### src/sv/hpr_pkg.sv
package hpr_pkg;

	typedef enum logic {
		OP_SAMPLE = 1'b0,
		OP_START  = 1'b1
	} op_t;

	typedef enum logic [2:0] {
		CFG_TARGET    = 3'd0,
		CFG_STEP      = 3'd1,
		CFG_GAIN_NOW  = 3'd2,
		CFG_GAIN_PREV = 3'd3,
		CFG_THRESHOLD = 3'd4
	} cfg_idx_t;

	localparam int unsigned CfgIdxW  = 3;
	localparam int unsigned CfgDataW = 31;

	localparam logic [30:0]        TargetRst    = 31'd0;
	localparam logic [30:0]        StepRst      = 31'd65536;
	localparam logic signed [15:0] GainNowRst   = 16'sd4643;
	localparam logic signed [15:0] GainPrevRst  = -16'sd4637;
	localparam logic [30:0]        ThresholdRst = 31'd6554;

	// stage 2 word: error of this sample and of the one before
	typedef struct packed {
		op_t                op;
		logic signed [31:0] err;
		logic signed [31:0] prev_err;
	} err_word_t;

	// stage 3 word: rounded action increment
	typedef struct packed {
		op_t                op;
		logic signed [33:0] delta;
	} delta_word_t;

	function automatic logic signed [31:0] sat32(input logic signed [34:0] v);
		logic signed [31:0] r;
		if (v > 35'sd2147483647) begin
			r = 32'sh7FFF_FFFF;
		end else if (v < -35'sd2147483648) begin
			r = 32'sh8000_0000;
		end else begin
			r = v[31:0];
		end
		return r;
	endfunction

endpackage

### src/sv/hpr_in_if.sv
interface hpr_in_if;
	logic               valid;
	logic               ready;
	logic               operation;
	logic signed [31:0] angle_increment;

	modport source (output valid, output operation, output angle_increment, input ready);
	modport sink (input valid, input operation, input angle_increment, output ready);
endinterface

### src/sv/hpr_out_if.sv
interface hpr_out_if;
	logic        valid;
	logic        ready;
	logic [30:0] drive;
	logic        stop_motors;

	modport source (output valid, output drive, output stop_motors, input ready);
	modport sink (input valid, input drive, input stop_motors, output ready);
endinterface

### src/sv/heading_pi_with_ramp.sv
// Heading PI controller, velocity form, Q16.16 angles and Q1.15 gains.
// Channels: sample (sink) takes one word per control tick, operation 0 for a
// measured angle increment, 1 to start a new heading; result (source) gives
// drive and stop_motors for each control word. A start word clears the
// travelled angle, ramp, last error and action and yields no result.
// Configuration: write target, ramp step, gains and stop threshold through
// cfg_we / cfg_index / cfg_data while the block is idle.
// Pipeline: a word passes the input register, error stage, multiply stage
// and action/result register before its result is valid.
// Throughput: one word per cycle except while stalled (see below); the
// action recurrence closes through a single add and saturate in the last
// stage, the angle and ramp recurrences through the first stage.
// Reset: arst_n clears all valid flags and the running state, and loads the
// register defaults. Stall: while result is held, stages keep filling until
// the pipeline is full, then sample.ready drops; a start word can still
// drain past a held result.
module heading_pi_with_ramp import hpr_pkg::*; (
	input  logic                clk,
	input  logic                arst_n,
	hpr_in_if.sink              sample,
	hpr_out_if.source           result,
	input  logic                cfg_we,
	input  logic [CfgIdxW-1:0]  cfg_index,
	input  logic [CfgDataW-1:0] cfg_data
);

	logic [30:0]        target_q;
	logic [30:0]        step_q;
	logic signed [15:0] gain_now_q;
	logic signed [15:0] gain_prev_q;
	logic [30:0]        thr_q;

	err_word_t   err_s2;
	logic        v_s2;
	logic        err_ready;
	delta_word_t delta_s3;
	logic        v_s3;
	logic        delta_ready;

	// configuration registers; unknown indexes drop the write
	always_ff @(posedge clk or negedge arst_n) begin
		if (!arst_n) begin
			target_q    <= TargetRst;
			step_q      <= StepRst;
			gain_now_q  <= GainNowRst;
			gain_prev_q <= GainPrevRst;
			thr_q       <= ThresholdRst;
		end else if (cfg_we) begin
			unique case (cfg_index)
				CFG_TARGET:    target_q    <= cfg_data;
				CFG_STEP:      step_q      <= cfg_data;
				CFG_GAIN_NOW:  gain_now_q  <= $signed(cfg_data[15:0]);
				CFG_GAIN_PREV: gain_prev_q <= $signed(cfg_data[15:0]);
				CFG_THRESHOLD: thr_q       <= cfg_data;
				default: ;
			endcase
		end
	end

	// stage 1: travelled angle, ramp setpoint, error
	hpr_track u_track (
		.clk       (clk),
		.arst_n    (arst_n),
		.sample    (sample),
		.target    (target_q),
		.step      (step_q),
		.err_s2    (err_s2),
		.v_s2      (v_s2),
		.err_ready (err_ready)
	);

	// stage 2: gain products and rounding
	hpr_mac u_mac (
		.clk         (clk),
		.arst_n      (arst_n),
		.err_s2      (err_s2),
		.v_s2        (v_s2),
		.err_ready   (err_ready),
		.gain_now    (gain_now_q),
		.gain_prev   (gain_prev_q),
		.delta_s3    (delta_s3),
		.v_s3        (v_s3),
		.delta_ready (delta_ready)
	);

	// stage 3: accumulate action, threshold, result register
	hpr_act u_act (
		.clk         (clk),
		.arst_n      (arst_n),
		.delta_s3    (delta_s3),
		.v_s3        (v_s3),
		.delta_ready (delta_ready),
		.threshold   (thr_q),
		.result      (result)
	);

`ifndef SYNTHESIS
	a_stop_zero: assert property (@(posedge clk) disable iff (!arst_n)
		result.valid && result.stop_motors |-> result.drive == 31'd0)
		else $error("stop result with nonzero drive");

	a_drive_above: assert property (@(posedge clk) disable iff (!arst_n)
		result.valid && !result.stop_motors |-> result.drive >= thr_q)
		else $error("drive below stop threshold without stop");

	a_full_only: assert property (@(posedge clk) disable iff (!arst_n)
		!sample.ready |-> result.valid && !result.ready)
		else $error("input blocked while output side not stalled");
`endif

endmodule

### src/sv/hpr_track.sv
module hpr_track import hpr_pkg::*; (
	input  logic        clk,
	input  logic        arst_n,
	hpr_in_if.sink      sample,
	input  logic [30:0] target,
	input  logic [30:0] step,
	output err_word_t   err_s2,
	output logic        v_s2,
	input  logic        err_ready
);

	logic               v_s1;
	op_t                op_s1;
	logic signed [31:0] inc_s1;

	logic signed [31:0] trav_q;
	logic [30:0]        ramp_q;
	logic signed [31:0] prev_q;

	logic signed [32:0] trav_sum;
	logic signed [31:0] trav_new;
	logic [31:0]        ramp_sum;
	logic               fits;
	logic [30:0]        setpoint;
	logic signed [33:0] err_wide;
	logic signed [31:0] err;
	logic               fire;

	assign sample.ready = !v_s1 || err_ready;
	assign fire         = v_s1 && err_ready;

	always_comb begin
		trav_sum = 33'(trav_q) + 33'(inc_s1);
		trav_new = sat32(35'(trav_sum));
		ramp_sum = {1'b0, ramp_q} + {1'b0, step};
		fits     = ramp_sum <= {1'b0, target};
		setpoint = fits ? ramp_q : target;
		err_wide = $signed({3'b000, setpoint}) - 34'(trav_new);
		err      = sat32(35'(err_wide));
	end

	always_ff @(posedge clk or negedge arst_n) begin
		if (!arst_n) begin
			v_s1 <= 1'b0;
			v_s2 <= 1'b0;
		end else begin
			if (sample.ready) v_s1 <= sample.valid;
			if (err_ready) v_s2 <= v_s1;
		end
	end

	always_ff @(posedge clk) begin
		if (sample.valid && sample.ready) begin
			op_s1  <= op_t'(sample.operation);
			inc_s1 <= sample.angle_increment;
		end
	end

	// running state advances once per item, in order
	always_ff @(posedge clk or negedge arst_n) begin
		if (!arst_n) begin
			trav_q <= '0;
			ramp_q <= '0;
			prev_q <= '0;
		end else if (fire) begin
			if (op_s1 == OP_START) begin
				trav_q <= '0;
				ramp_q <= '0;
				prev_q <= '0;
			end else begin
				trav_q <= trav_new;
				if (fits) ramp_q <= ramp_sum[30:0];
				prev_q <= err;
			end
		end
	end

	always_ff @(posedge clk) begin
		if (fire) begin
			err_s2.op       <= op_s1;
			err_s2.err      <= (op_s1 == OP_START) ? 32'sd0 : err;
			err_s2.prev_err <= (op_s1 == OP_START) ? 32'sd0 : prev_q;
		end
	end

endmodule

### src/sv/hpr_mac.sv
module hpr_mac import hpr_pkg::*; (
	input  logic               clk,
	input  logic               arst_n,
	input  err_word_t          err_s2,
	input  logic               v_s2,
	output logic               err_ready,
	input  logic signed [15:0] gain_now,
	input  logic signed [15:0] gain_prev,
	output delta_word_t        delta_s3,
	output logic               v_s3,
	input  logic               delta_ready
);

	logic signed [47:0] p_now;
	logic signed [47:0] p_prev;
	logic signed [48:0] acc;

	assign err_ready = !v_s3 || delta_ready;

	// two Q17.31 products, round half up to Q18.16
	always_comb begin
		p_now  = gain_now * err_s2.err;
		p_prev = gain_prev * err_s2.prev_err;
		acc    = 49'(p_now) + 49'(p_prev) + 49'sd16384;
	end

	always_ff @(posedge clk or negedge arst_n) begin
		if (!arst_n) begin
			v_s3 <= 1'b0;
		end else if (err_ready) begin
			v_s3 <= v_s2;
		end
	end

	always_ff @(posedge clk) begin
		if (err_ready && v_s2) begin
			delta_s3.op    <= err_s2.op;
			delta_s3.delta <= $signed(acc[48:15]);
		end
	end

endmodule

### src/sv/hpr_act.sv
module hpr_act import hpr_pkg::*; (
	input  logic        clk,
	input  logic        arst_n,
	input  delta_word_t delta_s3,
	input  logic        v_s3,
	output logic        delta_ready,
	input  logic [30:0] threshold,
	hpr_out_if.source   result
);

	logic signed [31:0] action_q;
	logic signed [31:0] action_new;
	logic               stop;
	logic               fire;
	logic               res_valid_q;
	logic [30:0]        drive_q;
	logic               stop_q;

	// a start word never needs the result register
	assign delta_ready = (delta_s3.op == OP_START) || !res_valid_q || result.ready;
	assign fire        = v_s3 && delta_ready;

	always_comb begin
		action_new = sat32(35'(action_q) + 35'(delta_s3.delta));
		stop       = 33'(action_new) < $signed({2'b00, threshold});
	end

	always_ff @(posedge clk or negedge arst_n) begin
		if (!arst_n) begin
			action_q    <= '0;
			res_valid_q <= 1'b0;
		end else begin
			if (result.ready) res_valid_q <= 1'b0;
			if (fire) begin
				if (delta_s3.op == OP_START) begin
					action_q <= '0;
				end else begin
					action_q    <= action_new;
					res_valid_q <= 1'b1;
				end
			end
		end
	end

	always_ff @(posedge clk) begin
		if (fire && delta_s3.op == OP_SAMPLE) begin
			drive_q <= stop ? 31'd0 : action_new[30:0];
			stop_q  <= stop;
		end
	end

	assign result.valid       = res_valid_q;
	assign result.drive       = drive_q;
	assign result.stop_motors = stop_q;

endmodule
### src/flat_wrapper.sv
// flat-port wrapper written by rule: the top's interface ports become plain ports
module heading_pi_with_ramp_flat import hpr_pkg::*;
  (clk, arst_n, cfg_we, cfg_index, cfg_data, sample_valid, sample_operation, sample_angle_increment, sample_ready, result_valid, result_drive, result_stop_motors, result_ready);
  hpr_in_if sample_i ();
  hpr_out_if result_i ();
  input  logic clk;
  input  logic arst_n;
  input  logic cfg_we;
  input  logic [CfgIdxW-1:0] cfg_index;
  input  logic [CfgDataW-1:0] cfg_data;
  input wire logic [$bits(sample_i.valid)-1:0] sample_valid;
  input wire logic [$bits(sample_i.operation)-1:0] sample_operation;
  input wire logic [$bits(sample_i.angle_increment)-1:0] sample_angle_increment;
  output wire logic [$bits(sample_i.ready)-1:0] sample_ready;
  output wire logic [$bits(result_i.valid)-1:0] result_valid;
  output wire logic [$bits(result_i.drive)-1:0] result_drive;
  output wire logic [$bits(result_i.stop_motors)-1:0] result_stop_motors;
  input wire logic [$bits(result_i.ready)-1:0] result_ready;
  assign sample_i.valid = sample_valid;
  assign sample_i.operation = sample_operation;
  assign sample_i.angle_increment = sample_angle_increment;
  assign sample_ready = sample_i.ready;
  assign result_valid = result_i.valid;
  assign result_drive = result_i.drive;
  assign result_stop_motors = result_i.stop_motors;
  assign result_i.ready = result_ready;
  heading_pi_with_ramp u_core (.clk(clk), .arst_n(arst_n), .sample(sample_i), .result(result_i), .cfg_we(cfg_we), .cfg_index(cfg_index), .cfg_data(cfg_data));
endmodule
### config.mk
export PLATFORM = sky130hd
export DESIGN_NAME = heading_pi_with_ramp_flat
export DESIGN_NICKNAME = d
export VERILOG_FILES = /design/src/sv/hpr_pkg.sv /design/src/sv/hpr_in_if.sv /design/src/sv/hpr_out_if.sv /design/src/sv/heading_pi_with_ramp.sv /design/src/sv/hpr_track.sv /design/src/sv/hpr_mac.sv /design/src/sv/hpr_act.sv /design/src/flat_wrapper.sv
export SDC_FILE = /design/constraint.sdc
export NUM_CORES = 2
export LEC_CHECK = 0
export BUFFER_PORTS_ARGS = -buffer_cell sky130_fd_sc_hd__buf_2
export CAP_MARGIN = 30
export CORE_MARGIN = 2
export CORE_UTILIZATION = 52
export DETAILED_ROUTE_END_ITERATION = 8
export PLACE_DENSITY = 0.71
export SYNTH_ARGS = -nofsm -noshare
export SYNTH_HDL_FRONTEND = slang
export SYNTH_SLANG_ARGS = --single-unit
### constraint.sdc
create_clock -name clk -period 11.1 [get_ports clk]
set_input_delay 1.11 -clock clk [delete_from_list [all_inputs] [get_ports clk]]
set_output_delay 1.11 -clock clk [all_outputs]
set_load 0.005 [all_outputs]
[Word-level counts from Yosys, hierarchy flattened]
Index checks and enable logic that the tools add are counted.
Word-level totals
  word-level logic and storage cells: 78
  bits in registers: 421
  bits of input ports: 72
  output and inout bits: 34
Cells by class
  order comparisons: 8
  bitwise logic cells: 1
  mux-type cells: 15
  $mul: 2
  equal/unequal tests: 4
  reductions and logical operators: 20
  add/subtract/negate cells: 6
Operator list (count)
  $mux 32: 9
  $mul 16x32->48: 2
  $mux 31: 3
  $gt 33x32->1 const B: 2
  $lt 33x32->1 const B: 2
  $add 48x48->49: 1
  $add 49x16->49 const B: 1
  $add 32x34->35: 1
  $gt 35x32->1 const B: 1
  $lt 35x32->1 const B: 1
  $add 32x32->33: 1
  $sub 32x32->33: 1
  $add 31x31->32: 1
  $le 32x31->1: 1
  $lt 32x32->1: 1
  $reduce_and 2->1: 6
  $eq 3x2->1 const B: 2
  $logic_and 1x1->1: 5
  $logic_or 1x1->1: 4
  $eq 3x1->1 const B: 1
  $eq 3x3->1 const B: 1
  $logic_not 1->1: 3
  $logic_not 3->1: 1
  $mux 1: 3
  2 further kinds: 2

[Depth between registers and ports, before layout]
  word-level depth: 9
  mapped depth: 35
  mapped depth without buffers: 31

[Hierarchy]
From an unflattened synthesis, not the netlist that was laid out.
Unflattened totals
  cells, all modules: 6218
  area total of the unflattened synthesis: 59859.9 µm²
Modules (own cells, without submodules)
  hpr_mac: cells an instance 3803, area each 35881.9 µm², sequential area each 1076.0 µm², instances 1
  hpr_track: cells an instance 1450, area each 13441.6 µm², sequential area each 5370.2 µm², instances 1
  hpr_act: cells an instance 698, area each 5720.5 µm², sequential area each 1786.7 µm², instances 1
  heading_pi_with_ramp: cells an instance 267, area each 4815.9 µm², sequential area each 3158.0 µm², instances 1

[Least setup slack after synthesis]
No wires, ideal clock.
  kind: register to register
  start point: register u_core.gain_now_q[2]
  end point: register, netlist name u_core.u_mac.delta_s3[27]
  setup time: 0.265 ns
  arrival time: 7.023 ns
  setup slack: 3.812 ns
  cell stages (with the launch flop): 25
  path buffers: 1
  required time: 10.835 ns
  clock period less this slack: 7.288 ns
  path through: dfrtp_1 -> clkbuf_1 -> nand2_1 -> fa_1 -> inv_1 -> fa_1 -> inv_1 -> fa_1 -> fa_1 -> inv_1 -> fa_1 -> inv_1 -> fa_1 -> fa_1 -> inv_1 -> fa_1 -> ha_1 -> a211o_1 -> a2111oi_2 -> nor4_1 -> o21a_1 -> a41o_1 -> a21oi_1 -> o21ai_0 -> xor2_1
Between the ends
  longest elaborated chain between the ends: 3
Ends and longest elaborated chain
  start, declared: RTL line heading_pi_with_ramp.sv:29  | logic signed [15:0] gain_now_q;
  start signal, assigned: RTL line heading_pi_with_ramp.sv:45  | gain_now_q <= GainNowRst;
  start signal, assigned: RTL line heading_pi_with_ramp.sv:52  | CFG_GAIN_NOW: gain_now_q <= $signed(cfg_data[15:0]);
  $mul 16x32->48: RTL line hpr_mac.sv:22  | p_now = gain_now * err_s2.err;
  $add 48x48->49: RTL line hpr_mac.sv:24  | acc = 49'(p_now) + 49'(p_prev) + 49'sd16384;
  $add 49x16->49: RTL line hpr_mac.sv:24
  net u_core.u_mac.acc[42]: RTL line hpr_mac.sv:16  | logic signed [48:0] acc;
The timed path passes the listed nets, and every way through them passes these cells.
A chain may end at the register's enable or synchronous reset.

[Worst setup path after layout]
  start point: register u_core.u_track.ramp_q[0]
  end point: register, netlist name u_core.u_track.err_s2[55]
Between the ends
  longest elaborated chain between the ends: 8
  elaborated cells between the ends (all ways): 9
  classes of those cells: add/sub (2); order compare (3); mux (4)
Ends and longest elaborated chain
  start, declared: RTL line hpr_track.sv:17  | logic [30:0] ramp_q;
  start signal, assigned: RTL line hpr_track.sv:72  | if (fits) ramp_q <= ramp_sum[30:0];
  $add 31x31->32: RTL line hpr_track.sv:35  | ramp_sum = {1'b0, ramp_q} + {1'b0, step};
  $le 32x31->1: RTL line hpr_track.sv:36  | fits = ramp_sum <= {1'b0, target};
  $mux 31 (*): RTL line hpr_track.sv:37  | setpoint = fits ? ramp_q : target;
  $sub 32x32->33 (*): RTL line hpr_track.sv:38  | err_wide = $signed({3'b000, setpoint}) - 34'(trav_new);
  $lt 33x32->1: RTL line hpr_pkg.sv:42  | end else if (v < -35'sd2147483648) begin
  $mux 32: RTL line hpr_pkg.sv:42
  $mux 32 (*): RTL line hpr_pkg.sv:40  | if (v > 35'sd2147483647) begin
  $mux 32 (*)
Mark *: on every way between the ends. The rest lies on a longest branch, timed or not.

==> qor.csv <==
metric,value,unit
Worst path slowest cell,o221ai_4,
Relative slew margins,0.2065,
antenna violations before repair,2,
Critical Path Most Common Cell,ha_1,
Starting Density,0.5223,
clock skew,0.04631,ns
largest net degree at the start of global routing,98,
Die H,342.2,µm
critical path launch point type,flip-flop,
area grow syn2layout,5.985,%
number of buffers and inverters on the critical path,4,
dpl hpwl,131700,µm
CP peak stage delay,0.75,ns
Syn Inst Count,6271,
synth top area cells,"fa_1 36%, dfrtp_1 9.8%, edfxtp_1 8.3%",
CORE AREA,0.1139,mm²
Synth Area per Inst,9.485,µm²
grt total ovfl,0,
final wirelength,163700,µm
"FF+latch count, synth",421,
clock tree from TritonCTS,built,
Slew Limit Fails,0,
WL per Instance,21.11,µm
clk_lat worst skew,0.62,ns
"EDFF count, synth",165,
share of cells above drive strength 1,0.06314,
most common flop cell mapped by yosys,dfrtp_1,
first-pass GRT wire length,258600,µm
Final Setup Violations,0,
H-tree depth,2,
post-synthesis sequential area ratio,0.1915,
Hold Fails Final Rpt,0,
antenna-violating nets left,0,
Unique masters post-synth,99,
final estimated routing congestion in global placement,0.9936,
Num CTS Buffers,45,
CP max FO,39,
Total GRT Usage,0.2863,
Final nets,7723,
Die Width,342.2,µm
CP required,11.45,ns
min Tclk post-route,9.313,ns
CP Capture Type,flip-flop,
Port-buffer cells,105,
post-synth top area cell,fa_1,
final period utilization,0.8390,
WHS,0.4149,ns
Rows,124,
clk sinks,421,
Peak Freq,107.4,MHz
max-cap violation count,0,
Synth Net Count,7791,
clk slew on worst S/H paths,0.07,ns
vias per cell,5.666,
RSZ-0062 raised after global routing,false,
Async SR Flop Fraction,0.6081,
Critical Path AT,9.66,ns
die area,0.1171,mm²
Slew @ Worst Pin,1.178,ns
mapped cell area,0.05948,mm²
TritonRoute pass-1 iters,6,
CP top delay family,compound AO/OA/AOI/OAI gates,
Synth top area share,0.3595,
io pins,106,
Post-Route Setup TNS,0,ns
Root Driver,clkbuf_16,
synth warn,0,
status,finished clean,
Starting DRT DRC Count,3470,
min-delay worst type,flip-flop to flip-flop,
vias in the first global route,44770,
hold buffers post-CTS,0,
DRC violations left,0,
Setup CP Type,flip-flop to flip-flop,
total number of vias,43950,
clk buf depth,3,
Post-CTS Setup Bufs,0,
# resized after CTS,0,
-- cell families (layout without fill, tap and decap cells) --
| logic type | after synthesis | in the layout | synth area share |
|---|---|---|---|
| AOI/OAI and AO/OA | 840 | 840 | 0.09393 |
| xor gates and xnor gates | 151 | 151 | 0.02224 |
| adders and majority gates | 1448 | 1448 | 0.4394 |
| buffers and inverters | 1512 | 1481 | 0.09675 |
| DFF | 421 | 421 | 0.1915 |
| muxes | 104 | 104 | 0.01925 |
| other | 0 | 5 | 0 |
| and+or+nand+nor | 1795 | 1795 | 0.1369 |
-- flip-flops by register name, summed over array words and instances, names as in the netlist, 31 cells and up --
| register | flops |
|---|---|
| u_core.u_track.prev_q | 32 |
| u_core.u_mac.delta_s3 | 35 |
| u_core.u_track.trav_q | 32 |
| u_core.u_track.err_s2 | 65 |
| u_core.u_act.result.drive | 31 |
| u_core.thr_q | 31 |
| u_core.u_track.inc_s1 | 32 |
| u_core.u_act.action_q | 32 |
| u_core.step_q | 31 |
| u_core.target_q | 31 |
| u_core.u_track.ramp_q | 31 |
-- routing by layer --
| metal | GRT usage | up-vias | part of all wire |
|---|---|---|---|
| met5 | 0 | - | 0.000079 |
| met4 | 0.09923 | 2 | 0.037 |
| met3 | 0.05709 | 264 | 0.092 |
| met2 | 0.4387 | 1865 | 0.45 |
| met1 | 0.4077 | 22320 | 0.42 |
| li1 | - | 19500 | - |
-- synthesized netlist by cell type (6+ instances only) --
cell type and instances:
o21ai_0 207, a22o_1 13, a211oi_1 33, nor2b_1 44, xor2_1 50, a221o_1 23, and2_1 248, o211ai_1 28
ha_1 380, clkbuf_1 234, edfxtp_1 165, or3_1 12, mux2_2 83, nor4_1 6, inv_1 1232, nand4_1 37
or2_2 10, nand2b_1 76, o31ai_1 40, and3_1 11, a21o_1 56, o21ai_1 23, xnor2_1 101, dfstp_2 24
dfrtp_1 232, o2111ai_1 18, nor3_1 69, o21bai_1 18, nor2_1 146, fa_1 1068, a21oi_1 181, nand3_1 68
a31oi_1 51, o21a_1 44, nand2_1 1042, o311ai_0 7, a211o_1 9, buf_2 35, o211a_1 7, mux2i_1 21
o41ai_1 6
-- metrics by stage --
step / cell area [µm²] / utilization / setup WS, ns / instances
4_1_cts: 62920 / 0.5525 / 1.863 / 7748
6_report: 63040 / 0.5536 / 1.787 / 7757
5_1_grt: 63030 / 0.5535 / 1.117 / 7753
3_5_place_dp: 61410 / 0.5393 / 1.914 / 7664
2_1_floorplan: 59480 / - / 3.812 / 6271
3_3_place_gp: 61250 / 0.5378 / 1.587 / 7657
-- layout make-up --
type / count / area, µm²
multi-input cells: 4338 / 42440
well taps: 1512 / 1892
diodes: 5 / 12.51
flip-flops and latches: 421 / 11390
fillers: 10040 / 50840
repair buffers: 163 / 1156
clock inverters: 21 / 245.2
inverters: 1234 / 4634
clock buffers: 63 / 1265
-- worst register-to-register path: cells and delay by family (launching register included) --
kind	cells	cell delay (ns)
AO/OA/AOI/OAI	17	4.94
adder cells (fa/ha/maj)	4	1.35
buffers and inverters	4	1.02
AND/OR/NAND/NOR	5	0.74
flip-flops	1	0.41
multiplexers	1	0.38
XOR/XNOR	1	0.20
-- path summary, 6_finish.rpt --
kind / from / endpoint / slack [ns] / depth (start not counted)
max in group asynchronous: arst_n / u_core.step_q[7] / 8.40 / 3
worst min-delay path: u_core.u_track.err_s2[64] / u_core.u_mac.delta_s3[34] / 0.41 / 0
worst min register to register: u_core.u_track.err_s2[64] / u_core.u_mac.delta_s3[34] / 0.41 / 0
worst max register to register: u_core.u_track.ramp_q[0] / u_core.u_track.err_s2[55] / 1.79 / 32
min in group asynchronous: arst_n / u_core.u_track.ramp_q[26] / 0.52 / 1
worst max-delay path: u_core.u_track.ramp_q[0] / u_core.u_track.err_s2[55] / 1.79 / 32
-- cell usage in the layout, fill, tap and decap left out, types with 51 or more instances in the layout --
cell type / synthesis / layout
nand2b_1: 76 / 75
xnor2_1: 101 / 101
a21o_1: 56 / 56
buf_2: 35 / 104
ha_1: 380 / 380
nand3_1: 68 / 68
a31oi_1: 51 / 51
dfrtp_1: 232 / 232
a21oi_1: 181 / 181
mux2_2: 83 / 83
nor2_1: 146 / 146
and2_1: 248 / 248
fa_1: 1068 / 1068
edfxtp_1: 165 / 165
nand2_1: 1042 / 1042
nor3_1: 69 / 67
inv_1: 1232 / 1231
o21ai_0: 207 / 207
Power is not shown: default switching activity piles up to over one toggle a cycle in this logic, so the estimate is an artifact.
